===== src/sv/pidfd_pkg.sv =====
// Shared types and codes for the filtered-derivative PID controller.
package pidfd_pkg;

    localparam int CMD_W      = 2;
    localparam int FIELD_W    = 32;
    localparam int CFG_INDEX_W = 3;
    localparam int CFG_DATA_W  = 64;

    localparam logic [CMD_W-1:0] CMD_UPDATE    = 2'd0;
    localparam logic [CMD_W-1:0] CMD_CLEAR_ALL = 2'd1;
    localparam logic [CMD_W-1:0] CMD_CLEAR_INT = 2'd2;

    localparam logic [CFG_INDEX_W-1:0] CFG_GAIN_P      = 3'd0;
    localparam logic [CFG_INDEX_W-1:0] CFG_GAIN_I      = 3'd1;
    localparam logic [CFG_INDEX_W-1:0] CFG_GAIN_D      = 3'd2;
    localparam logic [CFG_INDEX_W-1:0] CFG_SAMPLE_TIME = 3'd3;
    localparam logic [CFG_INDEX_W-1:0] CFG_FILTER_TAU  = 3'd4;
    localparam logic [CFG_INDEX_W-1:0] CFG_LIMIT_EN    = 3'd5;
    localparam logic [CFG_INDEX_W-1:0] CFG_INT_LIMITS  = 3'd6;
    localparam logic [CFG_INDEX_W-1:0] CFG_OUT_LIMITS  = 3'd7;

    typedef enum logic {
        ALU_MUL = 1'b0,
        ALU_DIV = 1'b1
    } t_alu_op;

    typedef struct packed {
        logic    start;
        t_alu_op op;
    } t_alu_ctl;

endpackage


===== src/sv/pid_controller_filtered_derivative_top.sv =====
// PID controller with filtered derivative on measurement, signed fixed point.
// An update runs the integral step, then alpha, rate and filter steps when sample time and filter tau
// are both nonzero, then P, I and D; clear commands go straight to output. Default parameters give Q16.16.
// One request at a time; the restoring divide yields one quotient bit per cycle.
// A finished result waits in the output register while the next request is taken.
// Synchronous active-low reset clears configuration, state, integrator, filter, last measurement and held output.
module pid_controller_filtered_derivative_top #(
    parameter int FRAC_BITS  = 16,
    parameter int WORD_WIDTH = 32
) (
    input  logic                                    i_clk,
    input  logic                                    i_rst_n,
    input  logic                                    i_cfg_we,
    input  logic [pidfd_pkg::CFG_INDEX_W-1:0]       i_cfg_index,
    input  logic [pidfd_pkg::CFG_DATA_W-1:0]        i_cfg_data,
    input  logic                                    i_in_valid,
    output logic                                    o_in_ready,
    input  logic [pidfd_pkg::CMD_W-1:0]             i_command,
    input  logic signed [pidfd_pkg::FIELD_W-1:0]    i_measurement,
    input  logic signed [pidfd_pkg::FIELD_W-1:0]    i_set_point,
    output logic                                    o_out_valid,
    input  logic                                    i_out_ready,
    output logic signed [pidfd_pkg::FIELD_W-1:0]    o_control_output
);

    localparam int W  = WORD_WIDTH;
    localparam int F  = FRAC_BITS;
    localparam int EW = ((W > 32) ? W : 32) + 2;

    localparam logic signed [EW-1:0] E_WMAX = {{(EW-W+1){1'b0}}, {(W-1){1'b1}}};
    localparam logic signed [EW-1:0] E_WMIN = ~E_WMAX;
    localparam logic signed [W-1:0]  ONE_Q  =
        (F < W - 1) ? (W'(1) << F) : E_WMAX[W-1:0];

    typedef enum logic [7:0] {
        S_IDLE   = 8'b00000001,
        S_ERR    = 8'b00000010,
        S_ISSUE  = 8'b00000100,
        S_WAIT   = 8'b00001000,
        S_ICLAMP = 8'b00010000,
        S_USAT   = 8'b00100000,
        S_UCLAMP = 8'b01000000,
        S_DONE   = 8'b10000000
    } t_state;

    typedef enum logic [7:0] {
        P_INT   = 8'b00000001,
        P_ALPHA = 8'b00000010,
        P_RATE  = 8'b00000100,
        P_FILT1 = 8'b00001000,
        P_FILT2 = 8'b00010000,
        P_PROP  = 8'b00100000,
        P_INTEG = 8'b01000000,
        P_DERIV = 8'b10000000
    } t_step;

    function automatic logic signed [W-1:0] f_sat(input logic signed [EW-1:0] v);
        if (v > E_WMAX) begin
            return E_WMAX[W-1:0];
        end else if (v < E_WMIN) begin
            return E_WMIN[W-1:0];
        end
        return v[W-1:0];
    endfunction

    function automatic logic signed [EW-1:0] f_sx32(input logic [31:0] v);
        return {{(EW-32){v[31]}}, v};
    endfunction

    function automatic logic signed [EW-1:0] f_sxw(input logic signed [W-1:0] v);
        return {{(EW-W){v[W-1]}}, v};
    endfunction

    function automatic logic signed [W-1:0] f_clamp(input logic signed [W-1:0] v,
                                                    input logic [63:0] lims);
        logic signed [W-1:0] hi;
        logic signed [W-1:0] lo;
        logic signed [W-1:0] t;
        hi = f_sat(f_sx32(lims[63:32]));
        lo = f_sat(f_sx32(lims[31:0]));
        t  = (v > hi) ? hi : v;
        return (t < lo) ? lo : t;
    endfunction

    // configuration
    logic signed [W-1:0] r_gain_p;
    logic signed [W-1:0] r_gain_i;
    logic signed [W-1:0] r_gain_d;
    logic [30:0]         r_sample_time;
    logic [30:0]         r_filter_tau;
    logic [1:0]          r_limit_en;
    logic [63:0]         r_int_lim;
    logic [63:0]         r_out_lim;

    // control
    t_state r_state, n_state;
    t_step  r_step, n_step;
    logic   r_out_valid;
    logic [pidfd_pkg::FIELD_W-1:0] r_out_data;

    // loop state
    logic signed [W-1:0] r_int;
    logic signed [W-1:0] r_filt;
    logic signed [W-1:0] r_last;
    logic signed [W-1:0] r_held;

    // working values
    logic signed [W-1:0]  r_meas;
    logic signed [W-1:0]  r_sp;
    logic signed [W-1:0]  r_err;
    logic signed [W-1:0]  r_alpha;
    logic signed [W-1:0]  r_rate;
    logic signed [W-1:0]  r_tmp;
    logic signed [EW-1:0] r_sum;

    logic                 accept;
    logic                 out_free;
    logic                 deriv_en;
    logic [31:0]          t_sum_raw;
    logic signed [W-1:0]  tq;
    logic signed [W-1:0]  t_sum;
    logic signed [EW-1:0] held_ext;

    pidfd_pkg::t_alu_ctl  alu_ctl;
    logic signed [W-1:0]  alu_a;
    logic signed [W-1:0]  alu_b;
    logic                 alu_done;
    logic signed [W-1:0]  alu_res;

    assign accept    = i_in_valid & o_in_ready;
    assign out_free  = ~r_out_valid | i_out_ready;
    assign deriv_en  = (|r_sample_time) & (|r_filter_tau);
    assign t_sum_raw = {1'b0, r_sample_time} + {1'b0, r_filter_tau};
    assign tq        = f_sat({{(EW-31){1'b0}}, r_sample_time});
    assign t_sum     = f_sat({{(EW-32){1'b0}}, t_sum_raw});
    assign held_ext  = f_sxw(r_held);

    always_ff @(posedge i_clk) begin
        if (!i_rst_n) begin
            r_gain_p      <= '0;
            r_gain_i      <= '0;
            r_gain_d      <= '0;
            r_sample_time <= '0;
            r_filter_tau  <= '0;
            r_limit_en    <= '0;
            r_int_lim     <= '0;
            r_out_lim     <= '0;
        end else if (i_cfg_we) begin
            unique case (i_cfg_index)
                pidfd_pkg::CFG_GAIN_P:      r_gain_p <= f_sat(f_sx32(i_cfg_data[31:0]));
                pidfd_pkg::CFG_GAIN_I:      r_gain_i <= f_sat(f_sx32(i_cfg_data[31:0]));
                pidfd_pkg::CFG_GAIN_D:      r_gain_d <= f_sat(f_sx32(i_cfg_data[31:0]));
                pidfd_pkg::CFG_SAMPLE_TIME: r_sample_time <= i_cfg_data[30:0];
                pidfd_pkg::CFG_FILTER_TAU:  r_filter_tau <= i_cfg_data[30:0];
                pidfd_pkg::CFG_LIMIT_EN:    r_limit_en <= i_cfg_data[1:0];
                pidfd_pkg::CFG_INT_LIMITS:  r_int_lim <= i_cfg_data;
                pidfd_pkg::CFG_OUT_LIMITS:  r_out_lim <= i_cfg_data;
                default: begin
                end
            endcase
        end
    end

    always_comb begin
        alu_ctl.start = (r_state == S_ISSUE);
        alu_ctl.op    = pidfd_pkg::ALU_MUL;
        alu_a         = r_err;
        alu_b         = tq;
        unique case (r_step)
            P_INT: begin
                alu_a = r_err;
                alu_b = tq;
            end
            P_ALPHA: begin
                alu_ctl.op = pidfd_pkg::ALU_DIV;
                alu_a      = tq;
                alu_b      = t_sum;
            end
            P_RATE: begin
                alu_ctl.op = pidfd_pkg::ALU_DIV;
                alu_a      = f_sat(f_sxw(r_meas) - f_sxw(r_last));
                alu_b      = tq;
            end
            P_FILT1: begin
                alu_a = r_alpha;
                alu_b = r_rate;
            end
            P_FILT2: begin
                alu_a = f_sat(f_sxw(ONE_Q) - f_sxw(r_alpha));
                alu_b = r_filt;
            end
            P_PROP: begin
                alu_a = r_gain_p;
                alu_b = r_err;
            end
            P_INTEG: begin
                alu_a = r_gain_i;
                alu_b = r_int;
            end
            P_DERIV: begin
                alu_a = r_gain_d;
                alu_b = r_filt;
            end
            default: begin
            end
        endcase
    end

    pidfd_alu #(
        .WORD_WIDTH (W),
        .FRAC_BITS  (F)
    ) u_alu (
        .i_clk   (i_clk),
        .i_rst_n (i_rst_n),
        .i_ctl   (alu_ctl),
        .i_opa   (alu_a),
        .i_opb   (alu_b),
        .o_done  (alu_done),
        .o_res   (alu_res)
    );

    always_comb begin
        n_state = r_state;
        n_step  = r_step;
        unique case (r_state)
            S_IDLE: begin
                if (i_in_valid) begin
                    n_state = (i_command == pidfd_pkg::CMD_UPDATE) ? S_ERR : S_DONE;
                end
            end
            S_ERR: begin
                n_step  = P_INT;
                n_state = S_ISSUE;
            end
            S_ISSUE: begin
                n_state = S_WAIT;
            end
            S_WAIT: begin
                if (alu_done) begin
                    n_state = S_ISSUE;
                    unique case (r_step)
                        P_INT:   n_state = S_ICLAMP;
                        P_ALPHA: n_step = P_RATE;
                        P_RATE:  n_step = P_FILT1;
                        P_FILT1: n_step = P_FILT2;
                        P_FILT2: n_step = P_PROP;
                        P_PROP:  n_step = P_INTEG;
                        P_INTEG: n_step = P_DERIV;
                        P_DERIV: n_state = S_USAT;
                        default: n_state = S_IDLE;
                    endcase
                end
            end
            S_ICLAMP: begin
                n_step  = deriv_en ? P_ALPHA : P_PROP;
                n_state = S_ISSUE;
            end
            S_USAT: begin
                n_state = S_UCLAMP;
            end
            S_UCLAMP: begin
                n_state = S_DONE;
            end
            S_DONE: begin
                if (out_free) begin
                    n_state = S_IDLE;
                end
            end
            default: begin
                n_state = S_IDLE;
            end
        endcase
    end

    always_ff @(posedge i_clk) begin
        if (!i_rst_n) begin
            r_state     <= S_IDLE;
            r_step      <= P_INT;
            r_out_valid <= 1'b0;
        end else begin
            r_state <= n_state;
            r_step  <= n_step;
            if (r_state == S_DONE && out_free) begin
                r_out_valid <= 1'b1;
            end else if (i_out_ready) begin
                r_out_valid <= 1'b0;
            end
        end
    end

    always_ff @(posedge i_clk) begin
        if (r_state == S_DONE && out_free) begin
            r_out_data <= held_ext[31:0];
        end
    end

    always_ff @(posedge i_clk) begin
        if (!i_rst_n) begin
            r_int  <= '0;
            r_filt <= '0;
            r_last <= '0;
            r_held <= '0;
        end else begin
            if (accept) begin
                if (i_command == pidfd_pkg::CMD_CLEAR_ALL) begin
                    r_int  <= '0;
                    r_filt <= '0;
                    r_last <= '0;
                    r_held <= '0;
                end else if (i_command == pidfd_pkg::CMD_CLEAR_INT) begin
                    r_int <= '0;
                end
            end
            if (r_state == S_WAIT && alu_done) begin
                if (r_step == P_INT) begin
                    r_int <= f_sat(f_sxw(r_int) + f_sxw(alu_res));
                end
                if (r_step == P_FILT2) begin
                    r_filt <= f_sat(f_sxw(r_tmp) + f_sxw(alu_res));
                end
            end
            if (r_state == S_ICLAMP && r_limit_en[0]) begin
                r_int <= f_clamp(r_int, r_int_lim);
            end
            if (r_state == S_USAT) begin
                r_held <= f_sat(r_sum);
            end
            if (r_state == S_UCLAMP) begin
                if (r_limit_en[1]) begin
                    r_held <= f_clamp(r_held, r_out_lim);
                end
                r_last <= r_meas;
            end
        end
    end

    always_ff @(posedge i_clk) begin
        if (accept) begin
            r_meas <= f_sat(f_sx32(i_measurement));
            r_sp   <= f_sat(f_sx32(i_set_point));
        end
        if (r_state == S_ERR) begin
            r_err <= f_sat(f_sxw(r_sp) - f_sxw(r_meas));
        end
        if (r_state == S_WAIT && alu_done) begin
            unique case (r_step)
                P_ALPHA: r_alpha <= alu_res;
                P_RATE:  r_rate <= alu_res;
                P_FILT1: r_tmp <= alu_res;
                P_PROP:  r_sum <= f_sxw(alu_res);
                P_INTEG: r_sum <= r_sum + f_sxw(alu_res);
                P_DERIV: r_sum <= r_sum - f_sxw(alu_res);
                default: begin
                end
            endcase
        end
    end

    assign o_in_ready       = (r_state == S_IDLE);
    assign o_out_valid      = r_out_valid;
    assign o_control_output = r_out_data;

endmodule


===== src/sv/pidfd_alu.sv =====
// Shared saturating fixed-point multiply and divide unit, multi-cycle.
module pidfd_alu #(
    parameter int WORD_WIDTH = 32,
    parameter int FRAC_BITS  = 16
) (
    input  logic                         i_clk,
    input  logic                         i_rst_n,
    input  pidfd_pkg::t_alu_ctl          i_ctl,
    input  logic signed [WORD_WIDTH-1:0] i_opa,
    input  logic signed [WORD_WIDTH-1:0] i_opb,
    output logic                         o_done,
    output logic signed [WORD_WIDTH-1:0] o_res
);

    localparam int W    = WORD_WIDTH;
    localparam int F    = FRAC_BITS;
    localparam int DW   = 16;
    localparam int ND   = (W + DW - 1) / DW;
    localparam int BW   = ND * DW;
    localparam int PW   = W + BW;
    localparam int QW   = W + F;
    localparam int MMW  = PW - F;
    localparam int CMPW = (MMW > QW) ? MMW : QW;
    localparam int NIT  = (QW > ND) ? QW : ND;
    localparam int CW   = $clog2(NIT + 1);

    typedef enum logic [3:0] {
        A_IDLE = 4'b0001,
        A_MUL  = 4'b0010,
        A_DIV  = 4'b0100,
        A_FIN  = 4'b1000
    } t_astate;

    function automatic logic [W-1:0] f_mag(input logic signed [W-1:0] v);
        return v[W-1] ? (~v + 1'b1) : v;
    endfunction

    t_astate             r_state, n_state;
    logic [CW-1:0]       r_cnt, n_cnt;
    logic                r_done;
    pidfd_pkg::t_alu_op  r_op;
    logic                r_neg;
    logic [W-1:0]        r_ua;
    logic [BW-1:0]       r_mpl;
    logic [PW-1:0]       r_acc;
    logic [W-1:0]        r_rem;
    logic [QW-1:0]       r_quo;
    logic signed [W-1:0] r_res;

    logic [W+DW-1:0] part;
    logic [PW-1:0]   acc_next;
    logic [W:0]      trial;
    logic [W:0]      diff;
    logic            fits;
    logic [W-1:0]    lim;
    logic [CMPW-1:0] mag_sel;
    logic [W-1:0]    sat_mag;
    logic [W-1:0]    res_fin;

    assign part     = r_ua * r_mpl[BW-1 -: DW];
    assign acc_next = {r_acc[PW-DW-1:0], {DW{1'b0}}} + PW'(part);
    assign trial    = {r_rem, r_quo[QW-1]};
    assign fits     = trial >= {1'b0, r_ua};
    assign diff     = trial - {1'b0, r_ua};
    assign lim      = r_neg ? {1'b1, {(W-1){1'b0}}} : {1'b0, {(W-1){1'b1}}};
    assign mag_sel  = (r_op == pidfd_pkg::ALU_MUL) ? CMPW'(r_acc[PW-1:F]) : CMPW'(r_quo);
    assign sat_mag  = (mag_sel > CMPW'(lim)) ? lim : mag_sel[W-1:0];
    assign res_fin  = r_neg ? (~sat_mag + 1'b1) : sat_mag;

    always_comb begin
        n_state = r_state;
        n_cnt   = r_cnt;
        unique case (r_state)
            A_IDLE: begin
                if (i_ctl.start) begin
                    if (i_ctl.op == pidfd_pkg::ALU_MUL) begin
                        n_state = A_MUL;
                        n_cnt   = CW'(ND);
                    end else begin
                        n_state = A_DIV;
                        n_cnt   = CW'(QW);
                    end
                end
            end
            A_MUL, A_DIV: begin
                n_cnt = r_cnt - 1'b1;
                if (r_cnt == CW'(1)) begin
                    n_state = A_FIN;
                end
            end
            A_FIN: begin
                n_state = A_IDLE;
            end
            default: begin
                n_state = A_IDLE;
            end
        endcase
    end

    always_ff @(posedge i_clk) begin
        if (!i_rst_n) begin
            r_state <= A_IDLE;
            r_cnt   <= '0;
            r_done  <= 1'b0;
        end else begin
            r_state <= n_state;
            r_cnt   <= n_cnt;
            r_done  <= (r_state == A_FIN);
        end
    end

    always_ff @(posedge i_clk) begin
        unique case (r_state)
            A_IDLE: begin
                if (i_ctl.start) begin
                    r_op  <= i_ctl.op;
                    r_neg <= i_opa[W-1] ^ i_opb[W-1];
                    if (i_ctl.op == pidfd_pkg::ALU_MUL) begin
                        r_ua  <= f_mag(i_opa);
                        r_mpl <= BW'(f_mag(i_opb));
                        r_acc <= '0;
                    end else begin
                        r_ua  <= f_mag(i_opb);
                        r_quo <= {f_mag(i_opa), {F{1'b0}}};
                        r_rem <= '0;
                    end
                end
            end
            A_MUL: begin
                r_acc <= acc_next;
                r_mpl <= {r_mpl[BW-DW-1:0], {DW{1'b0}}};
            end
            A_DIV: begin
                r_rem <= fits ? diff[W-1:0] : trial[W-1:0];
                r_quo <= {r_quo[QW-2:0], fits};
            end
            A_FIN: begin
                r_res <= res_fin;
            end
            default: begin
            end
        endcase
    end

    assign o_done = r_done;
    assign o_res  = r_res;

endmodule

===== config.mk =====
export PLATFORM = sky130hd
export DESIGN_NAME = pid_controller_filtered_derivative_top
export DESIGN_NICKNAME = d
export VERILOG_FILES = /design/src/sv/pidfd_pkg.sv /design/src/sv/pid_controller_filtered_derivative_top.sv /design/src/sv/pidfd_alu.sv
export SDC_FILE = /design/constraint.sdc
export NUM_CORES = 2
export LEC_CHECK = 0
export BUFFER_PORTS_ARGS = -buffer_cell sky130_fd_sc_hd__clkbuf_2
export CAP_MARGIN = 20
export CORE_AREA = 3 3 625 317
export CTS_BUF_LIST = sky130_fd_sc_hd__clkbuf_8
export DETAILED_ROUTE_END_ITERATION = 10
export DIE_AREA = 0 0 628 320
export GPL_TIMING_DRIVEN = 0
export PLACE_DENSITY_LB_ADDON = 0.15
export SLEW_MARGIN = 5
export SYNTH_ARGS = -nofsm -noshare
export SYNTH_HDL_FRONTEND = slang
export SYNTH_HIERARCHICAL = 1
export SYNTH_SLANG_ARGS = --single-unit

===== constraint.sdc =====
create_clock -name i_clk -period 19.6 [get_ports i_clk]
set_input_delay 1.96 -clock i_clk [delete_from_list [all_inputs] [get_ports i_clk]]
set_output_delay 1.96 -clock i_clk [all_outputs]
set_load 0.005 [all_outputs]

==> results.md <==
* Die width at 628 µm
* Number of DRC markers in iteration 0 at 7402
* Reg clk slew, reported paths at 0.06 ns
* Peak Freq at 107 MHz
* Hold path start: r_gain_i[6]
* Dpl hpwl at 241 mm
* CP peak stage delay at 0.78 ns
* Critical Path AT at 9.89 ns
* RD Place Congestion at 1.03
* Clk root buf: clkbuf_8
* Worst-skew pair later-pin latency at 0.95 ns
* RSZ-0062 raised after global routing: no
* Ys async rst share at 0
* Main flop type after synthesis: edfxtp_1
* CTS Sinks at 944
* Outcome: finished, final reports clean
* Slowest-stage cell, CP: edfxtp_1
* Cell count of the worst reg-to-reg path at 23
* Num CTS Buffers at 165
* Layout Utilization at 0.438
* Hold Fails Final Rpt at 0
* Overflow after GRT at 0
* Worst-margin pin slew at 1.37 ns
* Multiplexer share of the synthesized area at 0.0295
* Post-Synth XOR/XNOR Area at 0.0390
* CP Capture Type: register
* Hold endpoint: r_gain_i[6]
* Largest family of logic cells by synthesized area: adder cells
* Setup TNS at 0 ns
* Syn nets at 9926
* Post-CTS Hold Buffers at 0
* R2r setup slk at 10.28 ns
* Adder-Cell Fraction of Synth Area at 0.209
* Port-buffer cells at 101
* Synth Area in Simple Gates at 0.170
* Fraction of layout cells with a size suffix above 1 at 0.0570
* Std-Cell Rows at 114
* CTS resizes at 0
* Drt pass-1 iters at 11
* Synth warnings at 6
* Reg-to-reg startpoint: u_alu/r_ua[4]
* Dominant cell type by area after synthesis: edfxtp_1
* Via count of the routed design at 67.2k
* Mean Syn Cell Area at 8.74 µm²
* Post-synth cell types at 106
* Largest net degree at the start of global routing at 65
* Routed length per instance at 25.8 µm
* Initial Util at 0.399
* Final #Nets at 10.2k
* Synth area leaders: edfxtp_1 (20%), fa_1 (12%), dfxtp_1 (12%), ha_1 (8.6%), nand2_1 (7.3%)
* Core area at 193000 µm²
* Number of synthesized flops with an enable pin at 500
* Setup CP Type: register to register
* Compound-Gate Fraction of Synth Area at 0.172
* Sequential fraction of the synthesis area at 0.311
* Final Setup Violations at 0
* Post-route ant nets at 0
* Antenna violations before repair at 38
* Worst path top cell family by delay: adder cells
* GRT Total Usage at 0.296
* Global-route wire length before repair at 438 mm
* Layout Skew at 0.108 ns
* Post-CTS setup buffer count at 0
* Max-Cap Viols at 0
* I/O pin count at 172
* Worst Setup Start Kind: register
* Die Area at 201000 µm²
* Routed WL at 306 mm
* Avg Vias per Cell at 5.68
* H-tree depth at 4
* Worst path bufs/invs at 5
* Max Root-Sink Buffers at 4
* Cell mode on critical path: fa_1
* Final Cycle Share at 0.475
* Area Growth Syn to Fin at 9.75%
* Worst R2R End: u_alu/r_acc[63]
* Worst hold path stage count at 2
* Vias in the first global route at 63.2k
* CP startpoint: u_alu/r_ua[4]
* Die Y-Extent at 320 µm
* Required time of the worst setup path at 20.18 ns
* Cell area after synthesis at 76900 µm²
* Relative slew slack at 0.0836
* CTS tree: built
* Min Tclk post-route at 9.32 ns
* # DRC at 0
* Synth Register Bits at 944
* Worst Hold Class: register to register
* Crit-path cells: clkbuf_1 > nand2_1 > fa_1 > inv_1 > fa_1 > fa_1 > fa_1 > fa_1 > inv_1 > fa_1 > inv_1 > ha_1 > nand2_1 > nor3_1 > o211ai_1 > a2111oi_1 > clkdlybuf4s18_2 > o21ai_0 > a31oi_1 > a21oi_1 > nor4bb_1 > xnor2_1 > nor2_1
* Synth top area share at 0.195
* CP max FO at 10
* Slew Viols, Final at 0
* Post-Syn Instances at 8805
## metal layers
layer | track usage | vias up | wire length (µm)
met3 | 0.0536 | 555 | 27200
met2 | 0.446 | 2920 | 131000
met1 | 0.417 | 33016 | 134000
met4 | 0.121 | 6 | 14100
li1 | - | 30727 | -
met5 | 0 | - | 40
## tightest hold or removal path, delay by kind of cell (launching register included)
family	cells	cell delay, ns
flops	1	0.31
simple gates	1	0.05
compound gates	1	0.06
## worst max path at each step
stage,endpoint,slack (ns),depth (start not counted)
floorplan,u_alu/r_acc[63],12.69,25
global placement,u_alu/r_acc[63],9.49,22
detailed placement,u_alu/r_acc[63],10.36,23
CTS,u_alu/r_acc[63],10.34,23
global route,u_alu/r_acc[63],9.92,23
finish,u_alu/r_acc[63],10.28,23
## layout by cell type (no fill, tap or decap), types with 63 or more instances in the layout
| cell type | instances |
|---|---|
| a211oi_1 | 63 |
| inv_1 | 976 |
| o21ai_1 | 80 |
| clkbuf_8 | 185 |
| nand4_1 | 75 |
| and2_1 | 253 |
| mux2_2 | 78 |
| dfxtp_1 | 444 |
| mux2i_1 | 139 |
| xnor2_1 | 175 |
| nor3_1 | 90 |
| ha_1 | 526 |
| a21o_1 | 172 |
| xor2_1 | 166 |
| edfxtp_1 | 500 |
| fa_1 | 457 |
| a21oi_1 | 501 |
| clkbuf_2 | 102 |
| a21boi_0 | 342 |
| nand2_1 | 1486 |
| nand3_1 | 125 |
| o21ai_0 | 255 |
| clkbuf_1 | 435 |
| o21a_1 | 75 |
| nor2_1 | 481 |
## synth_stat cells (all sizes together), types with 60 or more instances
master / number
a211oi: 63
a21boi: 344
a21o: 172
a21oi: 504
a31oi: 60
and2: 256
clkbuf: 436
dfxtp: 444
edfxtp: 500
fa: 457
ha: 526
inv: 940
mux2: 78
mux2i: 139
nand2: 1486
nand3: 125
nand4: 75
nor2: 486
nor3: 90
nor4: 60
o21a: 75
o21ai: 338
xnor2: 175
xor2: 167
## kinds of logic after synthesis
kind of cell | after synthesis
AOI/OAI and AO/OA | 1985
xor gates and xnor gates | 342
adders and majority gates | 1014
buffers and inverters | 1421
DFF | 944
muxes | 217
and+or+nand+nor | 2882
## per-stage QoR
stage | setup WS (ns) | hold WS (ns) | instance area, µm² | std cells
after floorplan | 12.69 | 0.437 | 76900 | 8805
after global placement | 9.49 | 0.451 | 80700 | 11516
after detailed placement | 10.36 | 0.456 | 81100 | 11541
after CTS | 10.34 | 0.465 | 84400 | 11828
after global routing | 9.92 | 0.483 | 84400 | 11832
final | 10.28 | 0.467 | 84400 | 11845
## registers in the layout (all words and copies together) (netlist names), 34 cells and up
register / count
r_int_lim: 64
r_out_lim: 64
r_sum: 34
u_alu/r_acc: 64
u_alu/r_quo: 48
## layout make-up
type                       instances  area, µm²
fill                           19537     108000
multi-input combinational       6440      47700
sequential                       944      23900
inverter                         941       3530
tap                             2610       3270
clock buffer                     185       2550
buffer                           480       1870
timing repair buffer             128        905
clock inverter                   102        674
antenna                           15       37.5
Power is left out: the tool's default activity adds up to more than one toggle a clock period on the data nets, which glitch-free logic cannot reach.
